**src/rtl/ftda_pkg.sv**
```systemverilog
`timescale 1ns / 1ps
`default_nettype none
// ----------------------------------------------------------------------------
// Fixed-point to decimal ASCII formatter package
// Shared widths, character codes, slot codes and the item type that travels
// down the digit conversion chain.
// ----------------------------------------------------------------------------
package ftda_pkg;

   localparam int VALUE_W             = 39;
   localparam int CFG_W               = 3;
   localparam int FRACTION_BITS       = 24;
   localparam int INTEGER_DIGITS      = 4;
   localparam int MAX_FRACTION_DIGITS = 6;

   function automatic longint unsigned pow10(input int n);
      longint unsigned r;
      r = 64'd1;
      for (int i = 0; i < n; i++) begin
         r = r * 64'd10;
      end
      return r;
   endfunction

   localparam int              TOTAL_DIGITS = INTEGER_DIGITS + MAX_FRACTION_DIGITS;
   localparam longint unsigned SCALE        = pow10(MAX_FRACTION_DIGITS);
   localparam longint unsigned LIMIT        = pow10(TOTAL_DIGITS);
   localparam int              SCALE_W      = $clog2(SCALE + 1);
   localparam int              PROD_W       = VALUE_W + SCALE_W;
   localparam int              BIN_W        = PROD_W - FRACTION_BITS;
   localparam int              BCD_W        = 4 * TOTAL_DIGITS;
   localparam int              NUM_CELLS    = BIN_W;
   localparam int              DIGITS_W     = $clog2(MAX_FRACTION_DIGITS + 1);
   localparam int              SLOT_W       = $clog2(TOTAL_DIGITS + 2);
   localparam int              DIGIT_IDX_W  = $clog2(TOTAL_DIGITS);

   localparam logic [CFG_W-1:0] FRACTION_DIGITS_RESET = 3'd6;

   localparam logic [7:0] CHAR_NUL   = 8'h00;
   localparam logic [7:0] CHAR_ZERO  = 8'h30;
   localparam logic [7:0] CHAR_POINT = 8'h2E;
   localparam logic [7:0] CHAR_MINUS = 8'h2D;

   localparam logic [SLOT_W-1:0] SLOT_SIGN  = SLOT_W'(0);
   localparam logic [SLOT_W-1:0] SLOT_POINT = SLOT_W'(INTEGER_DIGITS + 1);

   typedef struct packed {
      logic                neg;
      logic                err;
      logic [DIGITS_W-1:0] nd;
      logic [BIN_W-1:0]    bin;
      logic [BCD_W-1:0]    bcd;
   } ftda_item_type;

endpackage
`default_nettype wire

```
**src/rtl/fixed_to_decimal_ascii_core.sv**
```systemverilog
// The first character of a number leaves through two scaling stages, one
// conversion cell per bit, the serializer buffer and its output register.
// Throughput: one character per cycle while rsp_ready holds; a number has as
// many characters as the serializer sets, 1 for an error and up to 12.
// Reset clears all valid state and sets fraction_digits to 6.
`timescale 1ns / 1ps
`default_nettype none
// ----------------------------------------------------------------------------
// Fixed-point to decimal ASCII formatter
// Rounds a signed fixed-point number to six decimal places and sends its
// decimal text one character per beat.
// ----------------------------------------------------------------------------
module fixed_to_decimal_ascii_core (
   input  wire logic                                clock,
   input  wire logic                                reset,
   input  wire logic                                req_valid,
   output logic                                     req_ready,
   input  wire logic signed [ftda_pkg::VALUE_W-1:0] req_value,
   output logic                                     rsp_valid,
   input  wire logic                                rsp_ready,
   output logic [7:0]                               rsp_character,
   output logic                                     rsp_last_char,
   output logic                                     rsp_out_of_range,
   input  wire logic                                csr_valid,
   output logic                                     csr_ready,
   input  wire logic [ftda_pkg::CFG_W-1:0]          csr_fraction_digits
);
   import ftda_pkg::*;

   logic [CFG_W-1:0]    cfg_ff;
   logic [DIGITS_W-1:0] nd;
   logic                advance;
   logic                take_ok;
   logic [NUM_CELLS:0]  chain_valid;
   ftda_item_type       chain_item [NUM_CELLS+1];

   always_ff @(posedge clock) begin
      if (reset) begin
         cfg_ff <= FRACTION_DIGITS_RESET;
      end else if (csr_valid && csr_ready) begin
         cfg_ff <= csr_fraction_digits;
      end
   end

   assign csr_ready = 1'b1;
   assign nd = (cfg_ff > CFG_W'(MAX_FRACTION_DIGITS)) ? DIGITS_W'(MAX_FRACTION_DIGITS)
                                                       : DIGITS_W'(cfg_ff);

   assign advance   = !chain_valid[NUM_CELLS] || take_ok;
   assign req_ready = advance;

   ftda_front u_front (
      .clock     (clock),
      .reset     (reset),
      .advance   (advance),
      .req_valid (req_valid),
      .req_value (req_value),
      .nd        (nd),
      .out_valid (chain_valid[0]),
      .out_item  (chain_item[0])
   );

   for (genvar c = 0; c < NUM_CELLS; c++) begin : g_cell
      ftda_cell u_cell (
         .clock     (clock),
         .reset     (reset),
         .advance   (advance),
         .in_valid  (chain_valid[c]),
         .in_item   (chain_item[c]),
         .out_valid (chain_valid[c+1]),
         .out_item  (chain_item[c+1])
      );
   end

   ftda_serializer u_serializer (
      .clock            (clock),
      .reset            (reset),
      .in_valid         (chain_valid[NUM_CELLS]),
      .in_item          (chain_item[NUM_CELLS]),
      .take_ok          (take_ok),
      .rsp_valid        (rsp_valid),
      .rsp_ready        (rsp_ready),
      .rsp_character    (rsp_character),
      .rsp_last_char    (rsp_last_char),
      .rsp_out_of_range (rsp_out_of_range)
   );

endmodule
`default_nettype wire

```
**src/rtl/ftda_front.sv**
```systemverilog
`timescale 1ns / 1ps
`default_nettype none
// ----------------------------------------------------------------------------
// Formatter front end
// Takes the magnitude of the input, scales it by the decimal fraction scale
// with round half up, and flags values beyond the integer digit range.
// ----------------------------------------------------------------------------
module ftda_front (
   input  wire logic                         clock,
   input  wire logic                         reset,
   input  wire logic                         advance,
   input  wire logic                         req_valid,
   input  wire logic signed [ftda_pkg::VALUE_W-1:0] req_value,
   input  wire logic [ftda_pkg::DIGITS_W-1:0] nd,
   output logic                              out_valid,
   output ftda_pkg::ftda_item_type           out_item
);
   import ftda_pkg::*;

   localparam logic [PROD_W-1:0] HALF = PROD_W'(1) << (FRACTION_BITS - 1);

   logic                s0_valid_ff;
   logic                s0_neg_ff;
   logic [DIGITS_W-1:0] s0_nd_ff;
   logic [VALUE_W-1:0]  s0_mag_ff;
   logic [VALUE_W-1:0]  s0_mag_in;

   logic                s1_valid_ff;
   logic                s1_neg_ff;
   logic [DIGITS_W-1:0] s1_nd_ff;
   logic [PROD_W-1:0]   s1_prod_ff;
   logic [PROD_W-1:0]   s1_prod_in;

   logic [BIN_W-1:0]    scaled;

   assign s0_mag_in  = req_value[VALUE_W-1] ? (~req_value + VALUE_W'(1)) : req_value;
   assign s1_prod_in = PROD_W'(s0_mag_ff) * PROD_W'(SCALE) + HALF;
   assign scaled     = s1_prod_ff[PROD_W-1:FRACTION_BITS];

   always_ff @(posedge clock) begin
      if (reset) begin
         s0_valid_ff <= 1'b0;
         s1_valid_ff <= 1'b0;
      end else if (advance) begin
         s0_valid_ff <= req_valid;
         s1_valid_ff <= s0_valid_ff;
      end
   end

   always_ff @(posedge clock) begin
      if (advance) begin
         s0_neg_ff  <= req_value[VALUE_W-1];
         s0_nd_ff   <= nd;
         s0_mag_ff  <= s0_mag_in;
         s1_neg_ff  <= s0_neg_ff;
         s1_nd_ff   <= s0_nd_ff;
         s1_prod_ff <= s1_prod_in;
      end
   end

   always_comb begin
      out_valid    = s1_valid_ff;
      out_item.neg = s1_neg_ff;
      out_item.err = (64'(scaled) >= LIMIT);
      out_item.nd  = s1_nd_ff;
      out_item.bin = scaled;
      out_item.bcd = '0;
   end

endmodule
`default_nettype wire

```
**src/rtl/ftda_cell.sv**
```systemverilog
`timescale 1ns / 1ps
`default_nettype none
// ----------------------------------------------------------------------------
// Binary to BCD conversion cell
// One shift-and-add-three step: corrects every BCD digit, then shifts the
// next binary bit into the BCD word and hands the item to the next cell.
// ----------------------------------------------------------------------------
module ftda_cell (
   input  wire logic                    clock,
   input  wire logic                    reset,
   input  wire logic                    advance,
   input  wire logic                    in_valid,
   input  wire ftda_pkg::ftda_item_type in_item,
   output logic                         out_valid,
   output ftda_pkg::ftda_item_type      out_item
);
   import ftda_pkg::*;

   logic          valid_ff;
   ftda_item_type item_ff;
   ftda_item_type item_in;
   logic [BCD_W-1:0] corr;

   always_comb begin
      corr = in_item.bcd;
      for (int d = 0; d < TOTAL_DIGITS; d++) begin
         if (corr[4*d +: 4] >= 4'd5) begin
            corr[4*d +: 4] = corr[4*d +: 4] + 4'd3;
         end
      end
      item_in     = in_item;
      item_in.bcd = {corr[BCD_W-2:0], in_item.bin[BIN_W-1]};
      item_in.bin = {in_item.bin[BIN_W-2:0], 1'b0};
   end

   always_ff @(posedge clock) begin
      if (reset) begin
         valid_ff <= 1'b0;
      end else if (advance) begin
         valid_ff <= in_valid;
      end
   end

   always_ff @(posedge clock) begin
      if (advance) begin
         item_ff <= item_in;
      end
   end

   assign out_valid = valid_ff;
   assign out_item  = item_ff;

endmodule
`default_nettype wire

```
**src/rtl/ftda_serializer.sv**
```systemverilog
`timescale 1ns / 1ps
`default_nettype none
// ----------------------------------------------------------------------------
// Character serializer
// Holds one converted number and sends its characters one beat at a time
// through a registered output stage.
// ----------------------------------------------------------------------------
module ftda_serializer (
   input  wire logic                    clock,
   input  wire logic                    reset,
   input  wire logic                    in_valid,
   input  wire ftda_pkg::ftda_item_type in_item,
   output logic                         take_ok,
   output logic                         rsp_valid,
   input  wire logic                    rsp_ready,
   output logic [7:0]                   rsp_character,
   output logic                         rsp_last_char,
   output logic                         rsp_out_of_range
);
   import ftda_pkg::*;

   logic                buf_valid_ff;
   logic                buf_err_ff;
   logic [SLOT_W-1:0]   buf_pos_ff;
   logic [SLOT_W-1:0]   buf_pos_in;
   logic [SLOT_W-1:0]   buf_end_ff;
   logic [SLOT_W-1:0]   buf_lz_ff;
   logic [BCD_W-1:0]    buf_bcd_ff;

   logic                rsp_valid_ff;
   logic [7:0]          rsp_character_ff;
   logic                rsp_last_char_ff;
   logic                rsp_out_of_range_ff;

   logic                out_move;
   logic                emit;
   logic                buf_last;
   logic                load;
   logic [SLOT_W-1:0]   lz;
   logic                found;
   logic [SLOT_W-1:0]   start;
   logic [SLOT_W-1:0]   idx_slot;
   logic [DIGIT_IDX_W-1:0] digit_idx;
   logic [3:0]          digit;
   logic [7:0]          char_in;

   always_comb begin
      lz    = '0;
      found = 1'b0;
      for (int i = 0; i < INTEGER_DIGITS - 1; i++) begin
         if (!found && in_item.bcd[4*(TOTAL_DIGITS-1-i) +: 4] == 4'd0) begin
            lz = lz + SLOT_W'(1);
         end else begin
            found = 1'b1;
         end
      end
      start = in_item.neg ? SLOT_SIGN : (lz + SLOT_W'(1));
   end

   assign out_move = !rsp_valid_ff || rsp_ready;
   assign emit     = buf_valid_ff && out_move;
   assign buf_last = buf_err_ff || (buf_pos_ff == buf_end_ff);
   assign take_ok  = !buf_valid_ff || (emit && buf_last);
   assign load     = in_valid && take_ok;

   assign buf_pos_in = (buf_pos_ff == SLOT_SIGN) ? (buf_lz_ff + SLOT_W'(1))
                                                 : (buf_pos_ff + SLOT_W'(1));

   always_comb begin
      if (buf_pos_ff <= SLOT_W'(INTEGER_DIGITS)) begin
         idx_slot = SLOT_W'(TOTAL_DIGITS) - buf_pos_ff;
      end else begin
         idx_slot = SLOT_W'(TOTAL_DIGITS + 1) - buf_pos_ff;
      end
      digit_idx = idx_slot[DIGIT_IDX_W-1:0];
      digit     = buf_bcd_ff[digit_idx*4 +: 4];
      if (buf_err_ff) begin
         char_in = CHAR_NUL;
      end else if (buf_pos_ff == SLOT_SIGN) begin
         char_in = CHAR_MINUS;
      end else if (buf_pos_ff == SLOT_POINT) begin
         char_in = CHAR_POINT;
      end else begin
         char_in = CHAR_ZERO + {4'd0, digit};
      end
   end

   always_ff @(posedge clock) begin
      if (reset) begin
         buf_valid_ff <= 1'b0;
         rsp_valid_ff <= 1'b0;
      end else begin
         if (load) begin
            buf_valid_ff <= 1'b1;
         end else if (emit && buf_last) begin
            buf_valid_ff <= 1'b0;
         end
         if (emit) begin
            rsp_valid_ff <= 1'b1;
         end else if (rsp_ready) begin
            rsp_valid_ff <= 1'b0;
         end
      end
   end

   always_ff @(posedge clock) begin
      if (load) begin
         buf_err_ff <= in_item.err;
         buf_pos_ff <= start;
         buf_end_ff <= SLOT_POINT + SLOT_W'(in_item.nd);
         buf_lz_ff  <= lz;
         buf_bcd_ff <= in_item.bcd;
      end else if (emit) begin
         buf_pos_ff <= buf_pos_in;
      end
      if (emit) begin
         rsp_character_ff    <= char_in;
         rsp_last_char_ff    <= buf_last;
         rsp_out_of_range_ff <= buf_err_ff;
      end
   end

   assign rsp_valid        = rsp_valid_ff;
   assign rsp_character    = rsp_character_ff;
   assign rsp_last_char    = rsp_last_char_ff;
   assign rsp_out_of_range = rsp_out_of_range_ff;

endmodule
`default_nettype wire
```
**config.mk**
```make
export PLATFORM = sky130hd
export DESIGN_NAME = fixed_to_decimal_ascii_core
export DESIGN_NICKNAME = d
export VERILOG_FILES = /design/src/rtl/ftda_pkg.sv /design/src/rtl/fixed_to_decimal_ascii_core.sv /design/src/rtl/ftda_front.sv /design/src/rtl/ftda_cell.sv /design/src/rtl/ftda_serializer.sv
export SDC_FILE = /design/constraint.sdc
export NUM_CORES = 2
export LEC_CHECK = 0
export BUFFER_PORTS_ARGS = -buffer_cell sky130_fd_sc_hd__buf_2
export CAP_MARGIN = 20
export CORE_MARGIN = 2
export CORE_UTILIZATION = 54
export CTS_CLUSTER_DIAMETER = 100
export DETAILED_ROUTE_END_ITERATION = 16
export PLACE_DENSITY = 0.7
export SLEW_MARGIN = 30
export SYNTH_ARGS = -nofsm -noshare
export SYNTH_HDL_FRONTEND = slang
export SYNTH_SLANG_ARGS = --single-unit
export TNS_END_PERCENT = 20
```
**constraint.sdc**
```tcl
create_clock -name clock -period 54.1 [get_ports clock]
set_input_delay 0 -clock clock [delete_from_list [all_inputs] [get_ports clock]]
set_output_delay 0 -clock clock [all_outputs]
set_load 0.05 [all_outputs]
```
==> reports/metrics.cfg <==
[run_status]
status=finished, final reports clean

[drt]
ant_nets=0
route.vias.total=44000
drtIter0Drc=2508
drt_wl_total_um=126000
remaining_drc_errors=0
dr.pass1.iters=7
avgViaCountPerCell=5.13
wl_per_cell_um=14.7

[grt]
grt_max_degree=187
grt_pass1_vias=45000
grt_usage_pct=16.6
grt_pass1_wl_um=213000
grt_antenna_before_repair=3
grt_overflow_total=0

[clock_tree]
cts_tree=yes
cts_root_buf=clkbuf_16
clk_latency_ns=0.81
cts.clk_slew.worst_paths_ns=0.06
post-cts-setup-buffers=0
post_cts_resized=0
clock-sinks=1754
cts_buffers=177
cts-htree-levels=4
cts_buffer_depth=3

[logic_synthesis]
synthDistinctLibCells=95
yosysWarnings=0
synth_cells=6104
async_flop_share_pct=0
synth_edf_count=1712
seq_area_frac_synth_pct=63.7
ys_seq_elements=1754
synth_flop_cell=edfxtp_1
syn_area_per_cell_um2=13.4
synthesis.area_um2=82000

[cells_and_area]
fillers=11300
area_growth_pct=11.7
stdcell_count=8583
nNetsFinal=7194
drive_gt1_share_pct=5.68
fin_area_um2=91600

[setup_path]
required_ns=54.62
end_kind=flop
worstPathArrival_ns=8.05
critical_path.max_fanout=7
startpoint_type=flop
worst-setup-path-type=flop to flop

[place]
hpwl_um=86800
port_buffers=56
placed_cell_area_um2=84800
placed_cells=8160
place_congestion=0.861

[sta]
final.setup.tns_ns=0
fin_skew_ns=0.0472
fin_crit_ns=7.52
worstMarginPinSlew_ns=0.968
setup_viol=0
holdWs_ns=0.146
finalHoldViolCount=0
rsz0062_at_grt=no
relSlewSlack_pct=35.5
slew_viol_final=0
max_freq_ghz=0.133
fin_crit_sh_pct=13.9

[floorplan]
rows=142
initial_core_util_pct=54.5
die_w_um=394
dieArea_um2=155000
coreArea_um2=150000
die_h_um=394
io_pins=60

[hold_path]
hp-class=input pin to flop

[run]
drv_cap=0

[cell usage after synthesis (all sizes together), types with 6 or more instances]
library cell	number	share of area, %
edfxtp	1712	63
nand2	855	3.9
inv	616	2.8
ha	555	8.5
o21ai	418	2.6
nand2b	353	2.7
a21oi	304	1.9
xnor2	265	2.8
nor2	248	1.1
mux2i	192	2.3
fa	169	4.1
dfxtp	42	1.0
nand3	27	0.16
nand4	23	0.18
nor3	23	0.15
xor2	22	0.24
clkbuf	21	0.096
nor2b	16	0.12
buf	15	0.11
nor4	15	0.17
o21a	14	0.13
or4	14	0.14
a21o	13	0.12
o31ai	12	0.12
or3	12	0.098
and3	10	0.078
and2	9	0.069
and4	9	0.10
mux4	8	0.22
a211oi	7	0.064
or2	7	0.056
nand3b	6	0.055
o221ai	6	0.072
[layout make-up]
| class | instances | area, um^2 | area share (%) |
|---|---|---|---|
| antenna | 3 | 7.51 | 0.00820 |
| clock buffer | 228 | 4700 | 5.13 |
| clock inverter | 92 | 1010 | 1.10 |
| inverter | 616 | 2320 | 2.53 |
| multi-input combinational | 3700 | 27300 | 29.8 |
| sequential | 1754 | 52300 | 57.0 |
| tap | 2016 | 2520 | 2.75 |
| timing repair buffer | 174 | 1530 | 1.67 |
[layer usage]
layer	vias to the layer above	track usage (%)	share of wire (%)
li1	22100	-	-
met1	21200	19.2	40
met2	508	31.3	54
met3	221	2.79	2.9
met4	0	5.43	2.6
met5	-	0	0
[worst paths after layout]
path	from	to	slack [ns]	cells after the start
setup / recovery	u_front.s0_mag_ff[10]	u_front.s1_prod_ff[55]	46.58	22
hold / removal	req_value[33]	u_front.s0_mag_ff[33]	0.15	3
setup reg to reg	u_front.s0_mag_ff[10]	u_front.s1_prod_ff[55]	46.58	22
hold reg to reg	g_cell[7].u_cell.out_item[76]	g_cell[8].u_cell.out_item[76]	0.39	0
[cell families (layout without fill, tap and decap cells)]
kind of cell / after synthesis / after routing / share of synthesized area, %
AO/OA/AOI/OAI: 844 / 844 / 5.71
XOR/XNOR: 287 / 287 / 3.07
adder cells (fa/ha/maj): 724 / 724 / 12.6
buffers and inverters: 652 / 1110 / 3.03
flip-flops: 1754 / 1754 / 63.7
multiplexers: 203 / 203 / 2.61
other: 2 / 7 / 0.00916
AND/OR/NAND/NOR: 1638 / 1638 / 9.25
[stage by stage]
| step | setup WS [ns] | utilization [%] |
|---|---|---|
| after CTS | 46.55 | 60.9 |
| final | 46.58 | 60.9 |
| after global routing | 45.99 | 60.9 |
| after global placement | 46.70 | 56.4 |
| after floorplan | 5.33 | - |
| after detailed placement | 46.58 | 56.4 |
[registers in the layout, summed over array words and instances, names as in the netlist, 3 cells and up]
name,flops
u_front.s0_mag_ff,39
u_serializer.buf_pos_ff,4
cfg_ff,3
u_front.s1_prod_ff,35
g_cell.u_cell.out_item,1570
u_serializer.buf_bcd_ff,40
g_cell.u_cell.out_valid,35
u_front.s1_nd_ff,3
u_serializer.rsp_character,6
u_front.s0_nd_ff,3
u_serializer.buf_lz_ff,3
u_serializer.buf_end_ff,4
[cells in the final DEF, fill, tap and decap left out, drive strengths merged, types with 169 or more instances in the layout]
master / Yosys / routed
a21oi: 304 / 304
clkbuf: 21 / 228
edfxtp: 1712 / 1712
fa: 169 / 169
ha: 555 / 555
inv: 616 / 622
mux2i: 192 / 192
nand2: 855 / 855
nand2b: 353 / 353
nor2: 248 / 248
o21ai: 418 / 418
xnor2: 265 / 265
[timing repair]
action,CTS,global route
hold endpoints to repair,91,0
hold buffers,98,0
endpoints found under the setup margin,0,0
[worst max-delay path, cell delays in order, from the launching register on]
cell       delay, ns
edfxtp_1        0.47
inv_1           0.21
fa_1            0.55
inv_1           0.06
fa_1            0.50
fa_1            0.61
fa_1            0.44
ha_1            0.29
inv_1           0.05
fa_1            0.49
inv_1           0.05
ha_1            0.40
a21oi_2         0.19
o21ai_0         0.16
a21oi_1         0.39
a21oi_1         0.20
o211a_1         0.25
a2111oi_1       0.78
nand2_1         0.28
nor4_4          0.44
nand4_1         0.21
nor2_1          0.16
xnor2_1         0.08
Power is not shown: default switching activity piles up to over one toggle a cycle in this logic, so the estimate is an artifact.
